### src/rtl/core/mp2a_pkg.sv
// ----------------------------------------------------------------------------
// mp2a_pkg
// Shared types and constants of the 2-D max pooling unit with argmax.
// ----------------------------------------------------------------------------
`timescale 1ns / 1ps
`default_nettype none

package mp2a_pkg;

  localparam int POOL_W    = 4;     // pool edge register width
  localparam int DIM_W     = 11;    // plane width / height register width
  localparam int CFG_IDX_W = 2;
  localparam int CFG_DAT_W = 11;
  localparam int OCNT_W    = 10;    // output column / row counters
  localparam int WIN_W     = 3;     // position inside the window
  localparam int POS_W     = 6;     // window-local argmax index
  localparam int ROW_LIMIT = 1024;

  typedef enum logic [CFG_IDX_W-1:0] {
    REG_POOL_EDGE    = 2'd0,
    REG_PLANE_WIDTH  = 2'd1,
    REG_PLANE_HEIGHT = 2'd2
  } cfg_reg_t;

  // effective (clamped) configuration
  typedef struct packed {
    logic [POOL_W-1:0] pool;
    logic [DIM_W-1:0]  width;
    logic [DIM_W-1:0]  height;
  } cfg_t;

  // per-sample window bookkeeping handed from the scan stage
  typedef struct packed {
    logic              active;      // sample lies in a kept window
    logic              first;       // first sample of its window
    logic              last;        // bottom right corner of its window
    logic              plane_done;  // last window of the plane
    logic [OCNT_W-1:0] column;      // output column, memory address
    logic [POS_W-1:0]  pos;         // kh*pool+kw
  } scan_info_t;

endpackage : mp2a_pkg

`default_nettype wire

### src/rtl/core/mp2a_scan.sv
// ----------------------------------------------------------------------------
// mp2a_scan
// Raster position counters; classifies each sample against its window.
// ----------------------------------------------------------------------------
`timescale 1ns / 1ps
`default_nettype none

module mp2a_scan (
  input  logic                clk,
  input  logic                rst_n,
  input  logic                advance,
  input  mp2a_pkg::cfg_t      cfg,
  output mp2a_pkg::scan_info_t info
);

  import mp2a_pkg::*;

  logic [DIM_W-1:0]  in_col_r, in_col_nxt;
  logic [OCNT_W-1:0] in_row_r, in_row_nxt;
  logic [WIN_W-1:0]  win_col_r, win_col_nxt;
  logic [WIN_W-1:0]  win_row_r, win_row_nxt;
  logic [OCNT_W-1:0] out_col_r, out_col_nxt;
  logic [OCNT_W-1:0] out_row_r, out_row_nxt;

  logic [14:0] col_p1, col_p2, row_p1, row_p2;
  logic        col_ok, col_end, row_ok, row_end;
  logic [6:0]  pos_full;
  logic [POOL_W-1:0] pool_m1;

  // window membership without dividing: c < w/p  <=>  (c+1)*p <= w
  always_comb begin
    col_p1  = (15'(out_col_r) + 15'd1) * 15'(cfg.pool);
    col_p2  = (15'(out_col_r) + 15'd2) * 15'(cfg.pool);
    row_p1  = (15'(out_row_r) + 15'd1) * 15'(cfg.pool);
    row_p2  = (15'(out_row_r) + 15'd2) * 15'(cfg.pool);
    col_ok  = col_p1 <= 15'(cfg.width);
    col_end = col_p2 > 15'(cfg.width);
    row_ok  = row_p1 <= 15'(cfg.height);
    row_end = row_p2 > 15'(cfg.height);
    pool_m1 = cfg.pool - POOL_W'(1);
    pos_full = 7'(win_row_r) * 7'(cfg.pool) + 7'(win_col_r);

    info.active     = col_ok && row_ok &&
                      (POOL_W'(win_col_r) < cfg.pool) &&
                      (POOL_W'(win_row_r) < cfg.pool);
    info.pos        = pos_full[POS_W-1:0];
    info.first      = (pos_full[POS_W-1:0] == '0);
    info.last       = (POOL_W'(win_row_r) == pool_m1) && (POOL_W'(win_col_r) == pool_m1);
    info.plane_done = col_end && row_end;
    info.column     = out_col_r;
  end

  always_comb begin
    in_col_nxt  = in_col_r;
    in_row_nxt  = in_row_r;
    win_col_nxt = win_col_r;
    win_row_nxt = win_row_r;
    out_col_nxt = out_col_r;
    out_row_nxt = out_row_r;
    if (advance) begin
      if ((12'(in_col_r) + 12'd1) >= 12'(cfg.width)) begin
        in_col_nxt  = '0;
        win_col_nxt = '0;
        out_col_nxt = '0;
        if ((12'(in_row_r) + 12'd1) >= 12'(cfg.height)) begin
          in_row_nxt  = '0;
          win_row_nxt = '0;
          out_row_nxt = '0;
        end else begin
          in_row_nxt = in_row_r + OCNT_W'(1);
          if ((POOL_W'(win_row_r) + POOL_W'(1)) >= cfg.pool) begin
            win_row_nxt = '0;
            out_row_nxt = out_row_r + OCNT_W'(1);
          end else begin
            win_row_nxt = win_row_r + WIN_W'(1);
          end
        end
      end else begin
        in_col_nxt = in_col_r + DIM_W'(1);
        if ((POOL_W'(win_col_r) + POOL_W'(1)) >= cfg.pool) begin
          win_col_nxt = '0;
          out_col_nxt = out_col_r + OCNT_W'(1);
        end else begin
          win_col_nxt = win_col_r + WIN_W'(1);
        end
      end
    end
  end

  always_ff @(posedge clk) begin
    if (!rst_n) begin
      in_col_r  <= '0;
      in_row_r  <= '0;
      win_col_r <= '0;
      win_row_r <= '0;
      out_col_r <= '0;
      out_row_r <= '0;
    end else begin
      in_col_r  <= in_col_nxt;
      in_row_r  <= in_row_nxt;
      win_col_r <= win_col_nxt;
      win_row_r <= win_row_nxt;
      out_col_r <= out_col_nxt;
      out_row_r <= out_row_nxt;
    end
  end

endmodule : mp2a_scan

`default_nettype wire

### config.mk
export PLATFORM = sky130hd
export DESIGN_NAME = mp2a_scan
export DESIGN_NICKNAME = d
export VERILOG_FILES = /design/src/rtl/core/mp2a_pkg.sv /design/src/rtl/core/mp2a_scan.sv
export SDC_FILE = /design/constraint.sdc
export NUM_CORES = 1
export LEC_CHECK = 0
export BUFFER_PORTS_ARGS = -buffer_cell sky130_fd_sc_hd__buf_2
export CAP_MARGIN = 20
export CORE_ASPECT_RATIO = 0.8
export CORE_MARGIN = 4
export CORE_UTILIZATION = 70
export CTS_BUF_LIST = sky130_fd_sc_hd__clkbuf_8
export DETAILED_ROUTE_END_ITERATION = 12
export PLACE_DENSITY = 0.9
export SYNTH_ARGS = -nofsm -noshare
export SYNTH_HDL_FRONTEND = slang
export SYNTH_SLANG_ARGS = --single-unit
### constraint.sdc
create_clock -name clk -period 17.8 [get_ports clk]
set_input_delay 5.34 -clock clk [delete_from_list [all_inputs] [get_ports clk]]
set_output_delay 5.34 -clock clk [all_outputs]
set_load 0.02 [all_outputs]
==> impl_metrics.json <==
{
  "async_flop_share": 0,
  "clkLatencyLatePin_ns": 0.32,
  "clock_tree.buffer_depth": 2,
  "worstPathRequired_ns": 12.46,
  "hold_viol_final": 0,
  "layout_min_cycle_time_ns": 16.24,
  "setup_viol_count_final": 0,
  "synth-seq-cells": 47,
  "hold_buffers": 0,
  "grt.total_usage": 0.310,
  "antenna_found_initial": 0,
  "start_util": 0.724,
  "reg2reg_from": "in_row_r[0]",
  "p_leak_nw": 5.70,
  "drtAntennaViolNets": 0,
  "synth_flop_cell": "dfxtp_1",
  "grt_max_degree": 66,
  "syn_to_final_growth_pct": 3.73,
  "slew_viol_final": 0,
  "slowest_delay_ns": 0.84,
  "cts_resized": 0,
  "overflow": 0,
  "grt_setup_unrepaired": "no",
  "p_per_area_mw_per_mm2": 21.9,
  "fp.dieW_microns": 145,
  "r2r_end": "out_row_r[9]",
  "slowest_stage": "clkinv_1",
  "min_to": "in_row_r[1]",
  "relSlewSlack": 0.324,
  "crit_family": "buffers and inverters",
  "netlist_area_sq_mm": 0.0105,
  "regToRegSetupSlack_ns": 13.84,
  "drtIter0Drc": 898,
  "cts_buffers": 5,
  "min_period_over_period": 0.913,
  "reg2regPathDepth": 14,
  "cp.arrival_ns": 10.90,
  "vdd_drop_max_mv": 0.0324,
  "yosysSeqAreaShare": 0.0897,
  "path_buf_inv": 5,
  "vias": 9584,
  "maxCapViolations": 0,
  "dp_hpwl_mm": 20.9,
  "wl_per_cell_microns": 16.8,
  "cts.htree.levels": 2,
  "die_h_microns": 118,
  "clk_pin_slew_ns": 0.08,
  "syn_inst": 1352,
  "worstPathCellList": "buf_2 > clkinv_1 > nor2_1 > fa_1 > inv_1 > fa_1 > inv_1 > ha_1 > o21ai_0 > nor2_1 > o31ai_1 > a21oi_1 > xnor2_1 > ha_1 > a21o_1 > a21oi_1 > o21ai_0 > a2111oi_0 > o211ai_1 > nor3_1 > buf_2",
  "hp-start": "in_row_r[1]",
  "grt_pass1_wl_mm": 44.0,
  "tightest_slew_ns": 1.01,
  "cts_root_buf": "clkbuf_8",
  "crit_fanout": 33,
  "dieArea_sq_mm": 0.0170,
  "critPathLaunchType": "input pin",
  "synth-edff-count": 0,
  "crit_type": "input pin to output pin",
  "finalSetupTns_ns": 0,
  "cts.sinks": 47,
  "ioPinCount": 49,
  "row_count": 39,
  "syn_nets": 1635,
  "whs_ns": 0.499,
  "synth_area_per_cell_sq_um": 7.76,
  "nets": 1645,
  "post_cts_buffers": 0,
  "synth_warnings": 0,
  "cts_tree": "built",
  "layout-drive-gt1-share": 0.0580,
  "core_sq_mm": 0.0145,
  "end_kind": "output pin",
  "fillers": 1106,
  "detail_route.vias_per_cell": 6.20,
  "skew_ns": 0.0128,
  "grt_pass1_vias": 9370,
  "outcome": "complete, no violations",
  "hold_depth": 2,
  "firstDrtPassIters": 7,
  "routabilityCongestion": 0.924,
  "hold_class": "flop to flop",
  "antenna_cells": 0,
  "drt-total-wl_mm": 25.9,
  "port_buffers": 48,
  "yosys.cell_types.count": 69,
  "drc": 0,
  "fmax_ghz": 0.0616
}
per-layer routing:
metal	global-route usage	share of wire	vias to the layer above
li1	-	-	4612
met1	0.460	0.45	4536
met2	0.475	0.44	402
met3	0.0451	0.087	34
met4	0.0769	0.020	0
met5	0	0	-
kinds of logic after synthesis:
logic type	synth area share
AND/OR/NAND/NOR	0.228
AO/OA/AOI/OAI	0.167
adder cells (fa/ha/maj)	0.357
buffers and inverters	0.0811
XOR/XNOR	0.0718
flip-flops	0.0897
multiplexers	0.00596
cell usage after synthesis (all sizes together) (7+ instances only):
cell type / instances / area [sq um]
clkbuf: 44 / 166
a21oi: 49 / 245
and2: 56 / 350
nand4: 21 / 131
fa: 76 / 1520
o21a: 16 / 120
nor2: 102 / 383
nand4b: 8 / 70.1
nand2: 134 / 503
nand3: 33 / 165
a21o: 25 / 189
dfxtp: 47 / 941
o22ai: 9 / 56.3
nor2b: 12 / 75.1
nand2b: 28 / 175
and3: 25 / 156
xor2: 39 / 342
or3: 8 / 50.1
o21ai: 61 / 309
xnor2: 47 / 412
nor3: 18 / 90.1
a211oi: 7 / 57.6
ha: 178 / 2230
inv: 174 / 653
o31ai: 8 / 65.1
a21boi: 28 / 210
worst max-delay path by stage:
stage	slack [ns]	cells after the start	end	start
after floorplan	2.61	19	info[19]	cfg[24]
after global placement	1.83	21	info[19]	cfg[24]
after detailed placement	1.61	21	info[19]	cfg[24]
after CTS	1.62	21	info[19]	cfg[24]
after global routing	1.21	21	info[19]	cfg[24]
final	1.56	21	info[19]	cfg[24]
registers in the layout, summed over array words and instances, names as in the netlist:
register,flops
win_col_r,3
out_row_r,10
in_col_r,11
win_row_r,3
out_col_r,10
in_row_r,10
worst min-delay path, cell delays in order (launching register included):
cell and delay, ns:
dfxtp_1 0.33, nand2_1 0.05, a21boi_0 0.07
power by group:
group | internal [mW] | switching, mW | total, mW
logic | 0.0242 | 0.0425 | 0.0667
clock network | 0.0265 | 0.0366 | 0.0631
registers | 0.106 | 0.00218 | 0.108
area by class of cell:
type | count | area, sq um | share of cell area
tap | 184 | 230 | 0.0211
inverter | 176 | 661 | 0.0607
sequential | 47 | 941 | 0.0864
clock inverter | 3 | 12.5 | 0.00115
timing repair buffer | 52 | 270 | 0.0248
multi-input combinational | 1080 | 8700 | 0.799
clock buffer | 5 | 68.8 | 0.00632
metrics by stage:
step	util	std cells	power, mW	setup WS (ns)	cell area [sq um]
after floorplan	-	1352	0.155	2.61	10500
after global placement	0.745	1539	0.173	1.83	10800
after detailed placement	0.745	1539	0.176	1.61	10800
after CTS	0.751	1547	0.238	1.62	10900
after global routing	0.751	1547	0.252	1.21	10900
final	0.751	1547	0.238	1.56	10900
cell usage in the layout, fill, tap and decap left out, types with 28 or more instances in the layout:
cell type    n
fa_1        76
o21ai_0     59
nand2b_1    28
and2_1      56
nand2_1    134
dfxtp_1     47
a21oi_1     49
ha_1       178
inv_1      175
nor2_1     102
nand3_1     33
buf_2       48
xnor2_1     47
xor2_1      39
(Power assumes the default switching activity.)
